===== src/hdl/psc_pkg.sv =====
// ----------------------------------------------------------------------------
// psc_pkg: power sequencing controller definitions
// Beat layouts, mode encoding, register indexes and field codes.
// ----------------------------------------------------------------------------
package psc_pkg;

  localparam int unsigned MvW      = 13;
  localparam int unsigned CountW   = 16;
  localparam int unsigned ReasonW  = 2;
  localparam int unsigned ChargeW  = 2;
  localparam int unsigned RunW     = 3;
  localparam int unsigned CfgAddrW = 2;
  localparam int unsigned CfgDataW = 16;
  localparam int unsigned InDataW  = 24;
  localparam int unsigned OutDataW = 16;

  localparam logic [MvW-1:0]     TurnOnMinRst  = 13'd3400;
  localparam logic [MvW-1:0]     CriticalMvRst = 13'd3200;
  localparam logic [CountW-1:0]  TimeoutRst    = 16'd5000;
  localparam logic [ReasonW-1:0] StartRsnRst   = 2'd0;

  localparam logic [ChargeW-1:0] ChgOff      = 2'd0;
  localparam logic [ChargeW-1:0] ChgCharging = 2'd1;
  localparam logic [ChargeW-1:0] ChgDone     = 2'd2;

  localparam logic [ReasonW-1:0] ReasonNone    = 2'd0;
  localparam logic [ReasonW-1:0] ReasonAlarm   = 2'd1;
  localparam logic [ReasonW-1:0] ReasonCharger = 2'd2;
  localparam logic [ReasonW-1:0] ReasonButton  = 2'd3;

  localparam logic [RunW-1:0] RunWake   = 3'd0;
  localparam logic [RunW-1:0] RunCharge = 3'd1;
  localparam logic [RunW-1:0] RunWait   = 3'd2;
  localparam logic [RunW-1:0] RunPower  = 3'd3;
  localparam logic [RunW-1:0] RunPoff   = 3'd4;
  localparam logic [RunW-1:0] RunSleep  = 3'd5;

  localparam logic KindStart = 1'b0;

  typedef enum logic [5:0] {
    ModeWake   = 6'b000001,
    ModeCharge = 6'b000010,
    ModeWait   = 6'b000100,
    ModePower  = 6'b001000,
    ModePoff   = 6'b010000,
    ModeSleep  = 6'b100000
  } mode_e;

  typedef enum logic [CfgAddrW-1:0] {
    CfgTurnOnMin   = 2'd0,
    CfgCriticalMv  = 2'd1,
    CfgTimeout     = 2'd2,
    CfgStartReason = 2'd3
  } cfg_idx_e;

  typedef struct packed {
    logic               pad;
    logic               shutdown_request;
    logic               wake_on_charge_done;
    logic               wake_on_charge_start;
    logic               wake_on_alarm;
    logic               rtc_alarm_seen;
    logic               button_long_press;
    logic               button_short_expired;
    logic               button_down;
    logic [ChargeW-1:0] charge_state;
    logic [MvW-1:0]     battery_mv;
  } in_item_t;

  typedef struct packed {
    logic               pad;
    logic               clear_press_status;
    logic               consume_long_press;
    logic               clear_alarm;
    logic               clear_shutdown;
    logic               clear_wake_control;
    logic               critical_flag;
    logic [ReasonW-1:0] power_on_reason;
    logic               bus_enabled;
    logic               backlight_on;
    logic               vref_power_on;
    logic               main_power_on;
    logic [RunW-1:0]    run_mode;
  } out_item_t;

  function automatic logic [RunW-1:0] run_code(mode_e m);
    logic [RunW-1:0] code;
    case (m)
      ModeWake:   code = RunWake;
      ModeCharge: code = RunCharge;
      ModeWait:   code = RunWait;
      ModePower:  code = RunPower;
      ModePoff:   code = RunPoff;
      ModeSleep:  code = RunSleep;
      default:    code = RunWake;
    endcase
    return code;
  endfunction

endpackage


===== src/hdl/power_sequencing_controller.sv =====
// An accepted beat is held in the input register and its result beat in the result register.
// Throughput: one beat per cycle; the input register and the result register
// both advance whenever the result register is empty or being taken.
// Reset: mode wake, countdown 5000, bus enable on, other enables, critical flag
// and reason cleared; config registers return to their documented defaults.
// ----------------------------------------------------------------------------
// power_sequencing_controller
// Six-state power sequencer: start and tick beats choose the next mode and
// drive supply enables, power-on reason, critical flag and clear pulses.
// ----------------------------------------------------------------------------
module power_sequencing_controller (
  input  logic                          clk_i,
  input  logic                          rst_ni,
  // config write port
  input  logic                          cfg_we_i,
  input  logic [psc_pkg::CfgAddrW-1:0]  cfg_addr_i,
  input  logic [psc_pkg::CfgDataW-1:0]  cfg_wdata_i,
  // input stream
  input  logic                          s_axis_tvalid,
  output logic                          s_axis_tready,
  // battery_mv[12:0], charge_state[14:13], button_down, button_short_expired,
  // button_long_press, rtc_alarm_seen, wake_on_alarm, wake_on_charge_start,
  // wake_on_charge_done, shutdown_request[22], zero pad
  input  logic [psc_pkg::InDataW-1:0]   s_axis_tdata,
  // kind
  input  logic                          s_axis_tuser,
  // result stream
  output logic                          m_axis_tvalid,
  input  logic                          m_axis_tready,
  // run_mode[2:0], main_power_on, vref_power_on, backlight_on, bus_enabled,
  // power_on_reason[8:7], critical_flag, clear_wake_control, clear_shutdown,
  // clear_alarm, consume_long_press, clear_press_status[14], zero pad
  output logic [psc_pkg::OutDataW-1:0]  m_axis_tdata
);

  logic [psc_pkg::MvW-1:0]     turn_on_q, crit_mv_q;
  logic [psc_pkg::CountW-1:0]  timeout_q;
  logic [psc_pkg::ReasonW-1:0] start_rsn_q;

  logic              in_valid_q;
  logic              kind_q;
  psc_pkg::in_item_t in_q;

  logic               m_valid_q;
  psc_pkg::out_item_t out_q, out_d;

  psc_pkg::mode_e              mode_q, mode_d;
  logic [psc_pkg::CountW-1:0]  count_q, count_d;
  logic                        crit_q, crit_d;
  logic                        main_q, main_d;
  logic                        vref_q, vref_d;
  logic                        bl_q, bl_d;
  logic                        bus_q, bus_d;
  logic [psc_pkg::ReasonW-1:0] reason_q, reason_d;

  logic                        advance, proc;
  logic                        batt_ok, do_enter, pwr_up;
  psc_pkg::mode_e              tgt;
  logic [psc_pkg::ReasonW-1:0] up_reason;
  logic                        p_wake, p_shut, p_alarm, p_long, p_press;

  assign advance       = !m_valid_q || m_axis_tready;
  assign proc          = advance && in_valid_q;
  assign s_axis_tready = !in_valid_q || advance;
  assign m_axis_tvalid = m_valid_q;
  assign m_axis_tdata  = out_q;

  always_ff @(posedge clk_i or negedge rst_ni) begin
    if (!rst_ni) begin
      turn_on_q   <= psc_pkg::TurnOnMinRst;
      crit_mv_q   <= psc_pkg::CriticalMvRst;
      timeout_q   <= psc_pkg::TimeoutRst;
      start_rsn_q <= psc_pkg::StartRsnRst;
    end else if (cfg_we_i) begin
      case (psc_pkg::cfg_idx_e'(cfg_addr_i))
        psc_pkg::CfgTurnOnMin:   turn_on_q   <= cfg_wdata_i[psc_pkg::MvW-1:0];
        psc_pkg::CfgCriticalMv:  crit_mv_q   <= cfg_wdata_i[psc_pkg::MvW-1:0];
        psc_pkg::CfgTimeout:     timeout_q   <= cfg_wdata_i[psc_pkg::CountW-1:0];
        psc_pkg::CfgStartReason: start_rsn_q <= cfg_wdata_i[psc_pkg::ReasonW-1:0];
        default: ;
      endcase
    end
  end

  // input register
  always_ff @(posedge clk_i or negedge rst_ni) begin
    if (!rst_ni) begin
      in_valid_q <= 1'b0;
    end else if (s_axis_tready) begin
      in_valid_q <= s_axis_tvalid;
    end
  end

  always_ff @(posedge clk_i) begin
    if (s_axis_tready && s_axis_tvalid) begin
      kind_q <= s_axis_tuser;
      in_q   <= psc_pkg::in_item_t'(s_axis_tdata);
    end
  end

  always_comb begin
    mode_d    = mode_q;
    count_d   = count_q;
    crit_d    = crit_q;
    main_d    = main_q;
    vref_d    = vref_q;
    bl_d      = bl_q;
    bus_d     = bus_q;
    reason_d  = reason_q;
    do_enter  = 1'b0;
    pwr_up    = 1'b0;
    tgt       = psc_pkg::ModeWake;
    up_reason = psc_pkg::ReasonNone;
    p_wake    = 1'b0;
    p_shut    = 1'b0;
    p_alarm   = 1'b0;
    p_long    = 1'b0;
    p_press   = 1'b0;
    batt_ok   = in_q.battery_mv >= turn_on_q;

    if (kind_q == psc_pkg::KindStart) begin
      do_enter = 1'b1;
      tgt = (!batt_ok && in_q.charge_state != psc_pkg::ChgCharging) ?
            psc_pkg::ModeSleep : psc_pkg::ModeWake;
    end else begin
      case (mode_q)
        psc_pkg::ModeWake: begin
          if (start_rsn_q[0] && in_q.wake_on_alarm && batt_ok) begin
            p_alarm   = 1'b1;
            pwr_up    = 1'b1;
            up_reason = psc_pkg::ReasonAlarm;
          end else if (start_rsn_q[1]) begin
            if ((in_q.wake_on_charge_start && in_q.charge_state == psc_pkg::ChgCharging
                 && batt_ok) ||
                (in_q.wake_on_charge_done && in_q.charge_state == psc_pkg::ChgDone
                 && batt_ok)) begin
              pwr_up    = 1'b1;
              up_reason = psc_pkg::ReasonCharger;
            end else begin
              do_enter = 1'b1;
              tgt = (in_q.charge_state != psc_pkg::ChgOff) ?
                    psc_pkg::ModeCharge : psc_pkg::ModeSleep;
            end
          end else if (in_q.button_short_expired && batt_ok) begin
            do_enter = 1'b1;
            tgt      = psc_pkg::ModeWait;
          end else if (!in_q.button_down) begin
            do_enter = 1'b1;
            tgt      = psc_pkg::ModeSleep;
          end
        end
        psc_pkg::ModeCharge: begin
          if (batt_ok) begin
            if (in_q.rtc_alarm_seen && in_q.wake_on_alarm) begin
              p_alarm   = 1'b1;
              pwr_up    = 1'b1;
              up_reason = psc_pkg::ReasonAlarm;
            end else if (in_q.button_short_expired) begin
              do_enter = 1'b1;
              tgt      = psc_pkg::ModeWait;
            end else if (in_q.charge_state == psc_pkg::ChgDone &&
                         in_q.wake_on_charge_done) begin
              pwr_up    = 1'b1;
              up_reason = psc_pkg::ReasonCharger;
            end else if (in_q.charge_state == psc_pkg::ChgOff) begin
              do_enter = 1'b1;
              tgt      = psc_pkg::ModeSleep;
            end
          end else if (in_q.charge_state == psc_pkg::ChgOff) begin
            do_enter = 1'b1;
            tgt      = psc_pkg::ModeSleep;
          end
        end
        psc_pkg::ModeWait: begin
          if (!in_q.button_down) begin
            pwr_up    = 1'b1;
            up_reason = psc_pkg::ReasonButton;
            p_long    = 1'b1;
            p_press   = 1'b1;
          end
        end
        psc_pkg::ModePower: begin
          if (in_q.battery_mv < crit_mv_q) begin
            if (count_q == timeout_q) begin
              crit_d = 1'b1;
            end
            if (count_q != '0) begin
              count_d = count_q - 1'b1;
            end
          end else begin
            count_d = timeout_q;
            crit_d  = 1'b0;
          end
          p_long = 1'b1;
          if (in_q.button_long_press) begin
            do_enter = 1'b1;
            tgt      = psc_pkg::ModePoff;
          end else if (count_d == '0 || in_q.shutdown_request) begin
            do_enter = 1'b1;
            tgt = (in_q.charge_state == psc_pkg::ChgOff) ?
                  psc_pkg::ModeSleep : psc_pkg::ModeCharge;
          end
        end
        psc_pkg::ModePoff: begin
          if (!in_q.button_down) begin
            do_enter = 1'b1;
            tgt = (in_q.charge_state == psc_pkg::ChgOff) ?
                  psc_pkg::ModeSleep : psc_pkg::ModeCharge;
            p_long = 1'b1;
          end
        end
        default: ;
      endcase
    end

    if (pwr_up) begin
      reason_d = up_reason;
      p_wake   = 1'b1;
      do_enter = 1'b1;
      tgt      = psc_pkg::ModePower;
    end

    if (do_enter) begin
      mode_d = tgt;
      case (tgt)
        psc_pkg::ModeWake: begin
          vref_d = 1'b1;
          main_d = 1'b0;
          bl_d   = 1'b0;
        end
        psc_pkg::ModeCharge: begin
          main_d = 1'b0;
          bl_d   = 1'b0;
          bus_d  = 1'b0;
          p_shut = 1'b1;
        end
        psc_pkg::ModeWait: begin
          main_d = 1'b1;
          bl_d   = 1'b1;
        end
        psc_pkg::ModePower: begin
          main_d  = 1'b1;
          bl_d    = 1'b1;
          bus_d   = 1'b1;
          count_d = timeout_q;
        end
        psc_pkg::ModePoff: begin
          main_d = 1'b0;
          bl_d   = 1'b0;
        end
        default: begin
          main_d  = 1'b0;
          vref_d  = 1'b0;
          bl_d    = 1'b0;
          bus_d   = 1'b0;
          p_shut  = 1'b1;
          p_alarm = 1'b1;
        end
      endcase
    end

    out_d                    = '0;
    out_d.run_mode           = psc_pkg::run_code(mode_d);
    out_d.main_power_on      = main_d;
    out_d.vref_power_on      = vref_d;
    out_d.backlight_on       = bl_d;
    out_d.bus_enabled        = bus_d;
    out_d.power_on_reason    = reason_d;
    out_d.critical_flag      = crit_d;
    out_d.clear_wake_control = p_wake;
    out_d.clear_shutdown     = p_shut;
    out_d.clear_alarm        = p_alarm;
    out_d.consume_long_press = p_long;
    out_d.clear_press_status = p_press;
  end

  always_ff @(posedge clk_i or negedge rst_ni) begin
    if (!rst_ni) begin
      mode_q   <= psc_pkg::ModeWake;
      count_q  <= psc_pkg::TimeoutRst;
      crit_q   <= 1'b0;
      main_q   <= 1'b0;
      vref_q   <= 1'b0;
      bl_q     <= 1'b0;
      bus_q    <= 1'b1;
      reason_q <= psc_pkg::ReasonNone;
    end else if (proc) begin
      mode_q   <= mode_d;
      count_q  <= count_d;
      crit_q   <= crit_d;
      main_q   <= main_d;
      vref_q   <= vref_d;
      bl_q     <= bl_d;
      bus_q    <= bus_d;
      reason_q <= reason_d;
    end
  end

  // result register
  always_ff @(posedge clk_i or negedge rst_ni) begin
    if (!rst_ni) begin
      m_valid_q <= 1'b0;
    end else if (advance) begin
      m_valid_q <= in_valid_q;
    end
  end

  always_ff @(posedge clk_i) begin
    if (proc) begin
      out_q <= out_d;
    end
  end

  a_result_from_input: assert property (@(posedge clk_i) disable iff (!rst_ni)
    $rose(m_valid_q) |-> $past(in_valid_q))
    else $error("result beat without a buffered input beat");

  a_press_pulses: assert property (@(posedge clk_i) disable iff (!rst_ni)
    (m_valid_q && out_q.clear_press_status) |->
      (out_q.consume_long_press && out_q.clear_wake_control &&
       out_q.power_on_reason == psc_pkg::ReasonButton))
    else $error("press clear without button power-up");

  a_sleep_all_off: assert property (@(posedge clk_i) disable iff (!rst_ni)
    (m_valid_q && out_q.run_mode == psc_pkg::RunSleep) |->
      (!out_q.main_power_on && !out_q.vref_power_on &&
       !out_q.backlight_on && !out_q.bus_enabled))
    else $error("supply enabled in sleep");

  a_power_all_on: assert property (@(posedge clk_i) disable iff (!rst_ni)
    (m_valid_q && out_q.run_mode == psc_pkg::RunPower) |->
      (out_q.main_power_on && out_q.backlight_on && out_q.bus_enabled))
    else $error("supply disabled in power mode");

endmodule

===== config.mk =====
export PLATFORM = sky130hd
export DESIGN_NAME = power_sequencing_controller
export DESIGN_NICKNAME = d
export VERILOG_FILES = /design/src/hdl/psc_pkg.sv /design/src/hdl/power_sequencing_controller.sv
export SDC_FILE = /design/constraint.sdc
export NUM_CORES = 1
export LEC_CHECK = 0
export BUFFER_PORTS_ARGS = -buffer_cell sky130_fd_sc_hd__buf_4
export CORE_UTILIZATION = 45
export DETAILED_ROUTE_END_ITERATION = 12
export GPL_TIMING_DRIVEN = 0
export HOLD_SLACK_MARGIN = 0.05
export PLACE_DENSITY_LB_ADDON = 0.15
export SLEW_MARGIN = 20
export SYNTH_ARGS = -nofsm -noshare
export SYNTH_HDL_FRONTEND = slang
export SYNTH_SLANG_ARGS = --single-unit

===== constraint.sdc =====
create_clock -name clk_i -period 3.7 [get_ports clk_i]
set_input_delay 0 -clock clk_i [delete_from_list [all_inputs] [get_ports clk_i]]
set_output_delay 0 -clock clk_i [all_outputs]
set_load 0.005 [all_outputs]

==> results of run 1 <==
cell usage in the layout (no fill, tap or decap), types with 5 or more instances in the layout:
cell	n
a21o_1	6
a21oi_1	40
a22o_1	7
a31oi_1	5
and2_1	5
buf_4	80
buf_6	5
clkbuf_1	11
clkbuf_16	19
dfrtp_1	54
dfstp_2	20
dlygate4sd3_1	50
edfxtp_1	39
ha_1	25
inv_1	37
mux2_2	34
nand2_1	57
nand2b_1	11
nand3_1	9
nand4_1	6
nor2_1	46
nor3_1	11
nor4_1	9
o21a_1	9
o21ai_0	24
o22ai_1	14
xnor2_1	9
xor2_1	9
worst paths after layout:
kind	startpoint	endpoint	slack, ps	cells after the start
setup / recovery	count_q[6]	m_axis_tdata[0]	40	11
hold reg to reg	reason_q[0]	reason_q[0]	490	2
hold / removal	rst_ni	crit_mv_q[8]	270	2
min in group clk_i	s_axis_tdata[3]	in_q[3]	300	2
max in group asynchronous	rst_ni	count_q[0]	2730	2
setup reg to reg	count_q[6]	m_axis_tdata[0]	40	11
stage by stage:
stage          instance area (µm²)  worst slack (ps)  setup TNS [ps]
2_1_floorplan                 6310               256               0
3_3_place_gp                  7000              -388           -4700
3_5_place_dp                  7000              -391           -4840
4_1_cts                       8210              8.50               0
5_1_grt                       8390             -83.6            -281
6_report                      8390              43.8               0
timing repair:
| item | 4_1_cts | 5_1_grt |
|---|---|---|
| setup buffers | 11 | 7 |
| gates resized for setup | 16 | 29 |
| endpoints found under the setup margin | 24 | 25 |
| hold endpoints to repair | 125 | 0 |
| gates cloned | 0 | 0 |
| hold buffers | 50 | 0 |
| pin swaps | 11 | 7 |
synthesized netlist by cell type (5+ instances only):
cell type	n	area (µm²)
o21ai_0	25	125
o21a_1	9	67.6
clkbuf_1	14	52.6
nor3_1	12	60.1
nand2b_1	12	75.1
dfrtp_1	55	1380
nor4_1	10	62.6
edfxtp_1	39	1170
nand2_1	58	218
mux2_2	35	394
nand4_1	6	37.5
nand3_1	10	50.1
o22ai_1	14	87.6
a21o_1	6	45.0
and2_1	6	37.5
a31oi_1	5	31.3
a22o_1	7	61.3
xnor2_1	9	78.8
inv_1	37	139
ha_1	26	325
dfstp_2	20	526
nor2_1	47	176
a21oi_1	45	225
xor2_1	9	78.8
power groups by stage:
| stage | clock network [mW] | registers [mW] | logic (mW) |
|---|---|---|---|
| 2_1_floorplan | 0 | 1.78 | 1.20 |
| 3_3_place_gp | 0 | 1.84 | 1.58 |
| 3_5_place_dp | 0 | 1.85 | 1.61 |
| 4_1_cts | 1.57 | 1.83 | 1.74 |
| 5_1_grt | 1.62 | 1.87 | 2.09 |
| 6_report | 1.56 | 1.84 | 1.90 |
critical path, cell delays in order (launching register included):
cell and delay [ps]:
dfrtp_1 370, buf_6 140, or4_4 580, buf_4 180
nor4_4 380, o21ai_1 140, and4bb_4 390, a21oi_2 80
o41a_4 530, and2_4 190, a211o_1 280, a311oi_1 220
metal layers:
metal  wire [µm]  global-route usage (%)  part of all wire [%]
met1        7470                    31.6                    46
met2        7920                    40.1                    48
met3         695                    4.29                   4.3
met4         265                    7.48                   1.6
met5           0                       0                     0
registers in the layout, indices dropped and copies added, names as in the netlist, 2 cells and up:
signal	cells
timeout_q	16
m_axis_tdata	15
in_q	23
start_rsn_q	2
reason_q	2
turn_on_q	13
count_q	16
mode_q	6
crit_mv_q	13
final cells by class:
class | count | area [µm²] | area share (%)
inverters | 38 | 156 | 1.86
well taps | 176 | 220 | 2.62
plain buffers | 23 | 120 | 1.43
clock inverters | 11 | 72.6 | 0.865
clock buffers | 21 | 493 | 5.88
repair buffers | 131 | 1120 | 13.3
multi-input cells | 434 | 3140 | 37.4
flip-flops and latches | 114 | 3070 | 36.6
cell families (layout without fill, tap and decap cells):
kind of cell | Yosys count | count (layout)
other cells | 1 | 1
flops | 114 | 114
buf+inv | 62 | 224
compound gates | 154 | 154
mux | 38 | 38
simple gates | 197 | 197
fa+ha+maj | 26 | 26
xor+xnor | 18 | 18
==> impl_metrics.json, run 1 <==
{
  "status": "complete, no violations",
  "critPathLaunchType": "register",
  "drc": 0,
  "synth_area_per_cell_um2": 10.3,
  "first_pass_iters": 5,
  "critical_path_class": "reg2reg",
  "grtUsageTotal_pct": 23.9,
  "io_buffers": 63,
  "p_int_mw": 3.45,
  "synth-adder-area-share_pct": 5.16,
  "die_h_um": 120,
  "overflow": 0,
  "synth_seq_cells": 114,
  "drtIter0Drc": 345,
  "htreeDepth": 4,
  "diodes": 0,
  "fmax_ghz": 0.274,
  "fin_crit_sh_pct": 98.8,
  "rows": 42,
  "antenna_found_initial": 0,
  "root_buffer": "clkbuf_16",
  "clk_pin_slew_ps": 50,
  "rsz0062_at_grt": "true",
  "power_frac_seq_pct": 34.7,
  "ys_types": 77,
  "layout-drive-gt1-share_pct": 28.6,
  "clk_latency_ps": 420,
  "core_area_mm2": 0.0135,
  "num_vias": 5329,
  "wl_um": 16400,
  "async_reset_ff_share_pct": 65.8,
  "cts_buffers": 17,
  "fin_skew_ps": 9.85,
  "muxShareOfSynthArea_pct": 6.72,
  "yosysWarnings": 0,
  "finalWeightedCongestion": 0.890,
  "synth_top_family_by_area": "simple AND/OR/NAND/NOR gates",
  "area_growth_pct": 33.0,
  "hold_path.class": "in2async",
  "cts_tree": "done",
  "grt_max_degree": 76,
  "final_cell_count_no_fill": 948,
  "synth_ff_type": "dfrtp_1",
  "synth_xor_area_share_pct": 2.50,
  "power.total_mw": 5.30,
  "worst_pin_slew_ps": 1020,
  "grt_pass1_wl_um": 26700,
  "dieArea_mm2": 0.0145,
  "timing.hold.ws_ps": 273,
  "io_pins": 66,
  "postRouteAntennaNets": 0,
  "hold_viol_final": 0,
  "synth_compound_area_share_pct": 16.3,
  "hpwl_um": 11300,
  "cp_max_fo": 10,
  "grt_pass1_vias": 5316,
  "report.final.slew_viol_count": 0,
  "switchingPower_mw": 1.85,
  "relSlewSlack_pct": 31.3,
  "utilization_pct": 62.4,
  "synth_seq_area_share_pct": 48.7,
  "synth_fp_nets": 684,
  "netlist_instances": 610,
  "vias_per_cell": 5.62,
  "setup_viol": 0,
  "nets": 833,
  "clock_path_buffers": 2,
  "cts_sinks": 114,
  "min_period_ps": 3660,
  "initial_core_util_pct": 46.9,
  "pwr-share-clk_pct": 29.4,
  "syn_area_mm2": 0.00631,
  "wl_per_cell_um": 17.2,
  "drv_cap": 0,
  "power_density_mw_per_mm2": 631,
  "synth_edf_count": 39,
  "cp.required_ps": 3930,
  "nFillCells": 1159,
  "dp_cells": 849,
  "worstPathArrival_ps": 3890,
  "die_x_um": 120,
  "end_kind": "register",
  "yosys.area_share.simple_pct": 16.4,
  "sw_frac_of_total_pct": 34.9,
  "peakVddDrop_mv": 0.343,
  "p_leak_nw": 3.54,
  "combPwrFrac_pct": 35.9
}
Power figures use the tool's default switching activity.
==> inputs of run 2 (changes only) <==
Settings changed: CORE_UTILIZATION 45 to 25, PLACE_DENSITY from default to 0.41, PLACE_DENSITY_LB_ADDON 0.15 to default, RECOVER_POWER from default to 50.
==> run 2 against run 1 <==
The flow now finishes with violations (max-capacitance violations, max-slew violations); maximum frequency decreased by 0.82%; clock-buffer cell count shrank 3; sequential power about the same; critical path type unchanged; highest routed layer unchanged.
==> impl_metrics.json, run 2 (same netlist as run 1, synthesis figures left out) <==
{
  "status": "complete, but fails checks",
  "violations": "max-capacitance violations, max-slew violations",
  "critPathSlowestCell": "or4_4",
  "min_from": "s_axis_tdata[1]",
  "antenna_found_initial": 0,
  "max_stage_delay_ps": 540,
  "path_buf_inv": 2,
  "regToRegStartpoint": "count_q[2]",
  "largestRegisters": "in_q x23, count_q x16, timeout_q x16",
  "hold_viol_final": 0,
  "power.total_mw": 5.34,
  "setup_viol": 0,
  "largest_register_ffs": 23,
  "most-common-layout-cells": "nand2_1, dfrtp_1, dlygate4sd3_1, buf_4, nor2_1",
  "wl_um": 18200,
  "clk_pin_slew_ps": 60,
  "worst_pin_slew_ps": 2080,
  "combPwrFrac_pct": 36.5,
  "rsz0062_at_grt": "true",
  "dieArea_mm2": 0.0259,
  "pwr-share-clk_pct": 28.8,
  "root_buffer": "clkbuf_16",
  "switchingPower_mw": 1.91,
  "peakVddDrop_mv": 0.341,
  "postRouteAntennaNets": 0,
  "timing.hold.ws_ps": 314,
  "critical_path_class": "reg2reg",
  "core_area_mm2": 0.0245,
  "wl_per_cell_um": 16.6,
  "vias_per_cell": 4.82,
  "worstPathArrival_ps": 3920,
  "crit_family": "simple AND/OR/NAND/NOR gates",
  "htreeDepth": 4,
  "drtIter0Drc": 285,
  "ff_latch_area_mm2": 0.00307,
  "critPathLaunchType": "register",
  "grt_pass1_vias": 5260,
  "grt_util_met1_pct": 19.8,
  "overflow": 0,
  "worstPathCellList": "buf_6 -> or4_4 -> nor4_4 -> buf_4 -> nand2_4 -> mux2i_2 -> and4b_2 -> a21oi_2 -> o41a_4 -> and2_4 -> a211o_1 -> nor4b_2",
  "nFillCells": 2512,
  "drv_cap": 1,
  "first_pass_iters": 4,
  "diodes": 0,
  "top_usage_layer": "met2",
  "clk_latency_ps": 420,
  "cts_sinks": 114,
  "io_buffers": 63,
  "nets": 839,
  "fin_skew_ps": 12.1,
  "end_kind": "register",
  "fin_crit_sh_pct": 99.6,
  "utilization_pct": 35.2,
  "clock_path_buffers": 2,
  "grt_max_degree": 76,
  "multi_input_area_mm2": 0.00319,
  "area_growth_pct": 36.9,
  "p_int_mw": 3.44,
  "finalWeightedCongestion": 0.872,
  "layout-drive-gt1-share_pct": 30.1,
  "final_cell_count_no_fill": 1102,
  "rows": 57,
  "relSlewSlack_pct": -38.5,
  "crit_start": "count_q[2]",
  "die_h_um": 161,
  "report.final.slew_viol_count": 76,
  "place_ws_ps": -654,
  "num_vias": 5314,
  "hpwl_um": 12900,
  "globalRouteMet2Util_pct": 22.8,
  "design_area_mm2": 0.00863,
  "io_pins": 66,
  "grtUsageTotal_pct": 14.5,
  "place_area_mm2": 0.00719,
  "setup-tns-final_ps": 0,
  "setup_ws_ps": 13.6,
  "sw_frac_of_total_pct": 35.7,
  "grt_pass1_wl_um": 29000,
  "dp_cells": 997,
  "initial_core_util_pct": 25.7,
  "cts_buffers": 17,
  "power_frac_seq_pct": 34.7,
  "min_period_ps": 3690,
  "cp.required_ps": 3940,
  "hold_path.class": "in2reg",
  "die_x_um": 161,
  "top_register": "in_q",
  "fmax_ghz": 0.271,
  "p_leak_nw": 3.55,
  "grt_use_met3_pct": 2.53,
  "regToRegSetupSlack_ps": 10,
  "power_density_mw_per_mm2": 619,
  "drc": 0,
  "cts_tree": "done",
  "cp_max_fo": 5
}
-- run 2: cell count changes in the layout (fill, tap and decap cells not counted), sizes merged, moves of 2 or more --
| cell | delta |
|---|---|
| inv | -3 |
| clkbuf | +39 |
| buf | -37 |
| clkinv | +3 |
| clkinvlp | +2 |
-- run 2: area by class of cell --
class	count	area share [%]
Sequential cell	114	35.6
Timing Repair Buffer	138	13.4
Tap cell	324	4.70
Multi-Input combinational cell	434	36.9
Clock buffer	18	4.97
Clock inverter	14	1.35
Inverter	38	1.81
Buffer	22	1.30
-- run 2: worst register-to-register path, stage by stage, from the launching register on --
cell and delay (ps):
dfrtp_1 390, buf_6 140, or4_4 540, nor4_4 310, buf_4 170, nand2_4 40, mux2i_2 190, and4b_2 380
a21oi_2 90, o41a_4 520, and2_4 200, a211o_1 290, nor4b_2 240
-- run 2: path summary, 6_finish.rpt --
path,endpoint,depth (start not counted)
max,m_axis_tdata[1],12
min,in_q[1],2
max reg2reg,m_axis_tdata[1],12
min reg2reg,reason_q[0],2
max in group asynchronous,count_q[0],2
min in group asynchronous,m_axis_tvalid,2
-- run 2: routing by layer --
layer	wire length [µm]	part of all wire, %
met5	0	0
met2	8590	47
met3	591	3.2
met4	283	1.6
met1	8770	48
-- run 2: power by group through the flow --
| stage | Sequential (mW) | Combinational, mW | Clock (mW) |
|---|---|---|---|
| after floorplan | 1.78 | 1.20 | 0 |
| after global placement | 1.85 | 1.62 | 0 |
| after detailed placement | 1.85 | 1.63 | 0 |
| after CTS | 1.83 | 1.77 | 1.58 |
| after global routing | 1.89 | 2.14 | 1.64 |
| final | 1.85 | 1.95 | 1.54 |
-- run 2: what timing repair did --
action                     in CTS  in global routing
buffers inserted               14                 10
hold endpoints to repair      125                  0
setup endpoints to repair      30                 19
hold buffers                   51                  0
gates resized for setup        16                 40
pin swaps                      10                 15
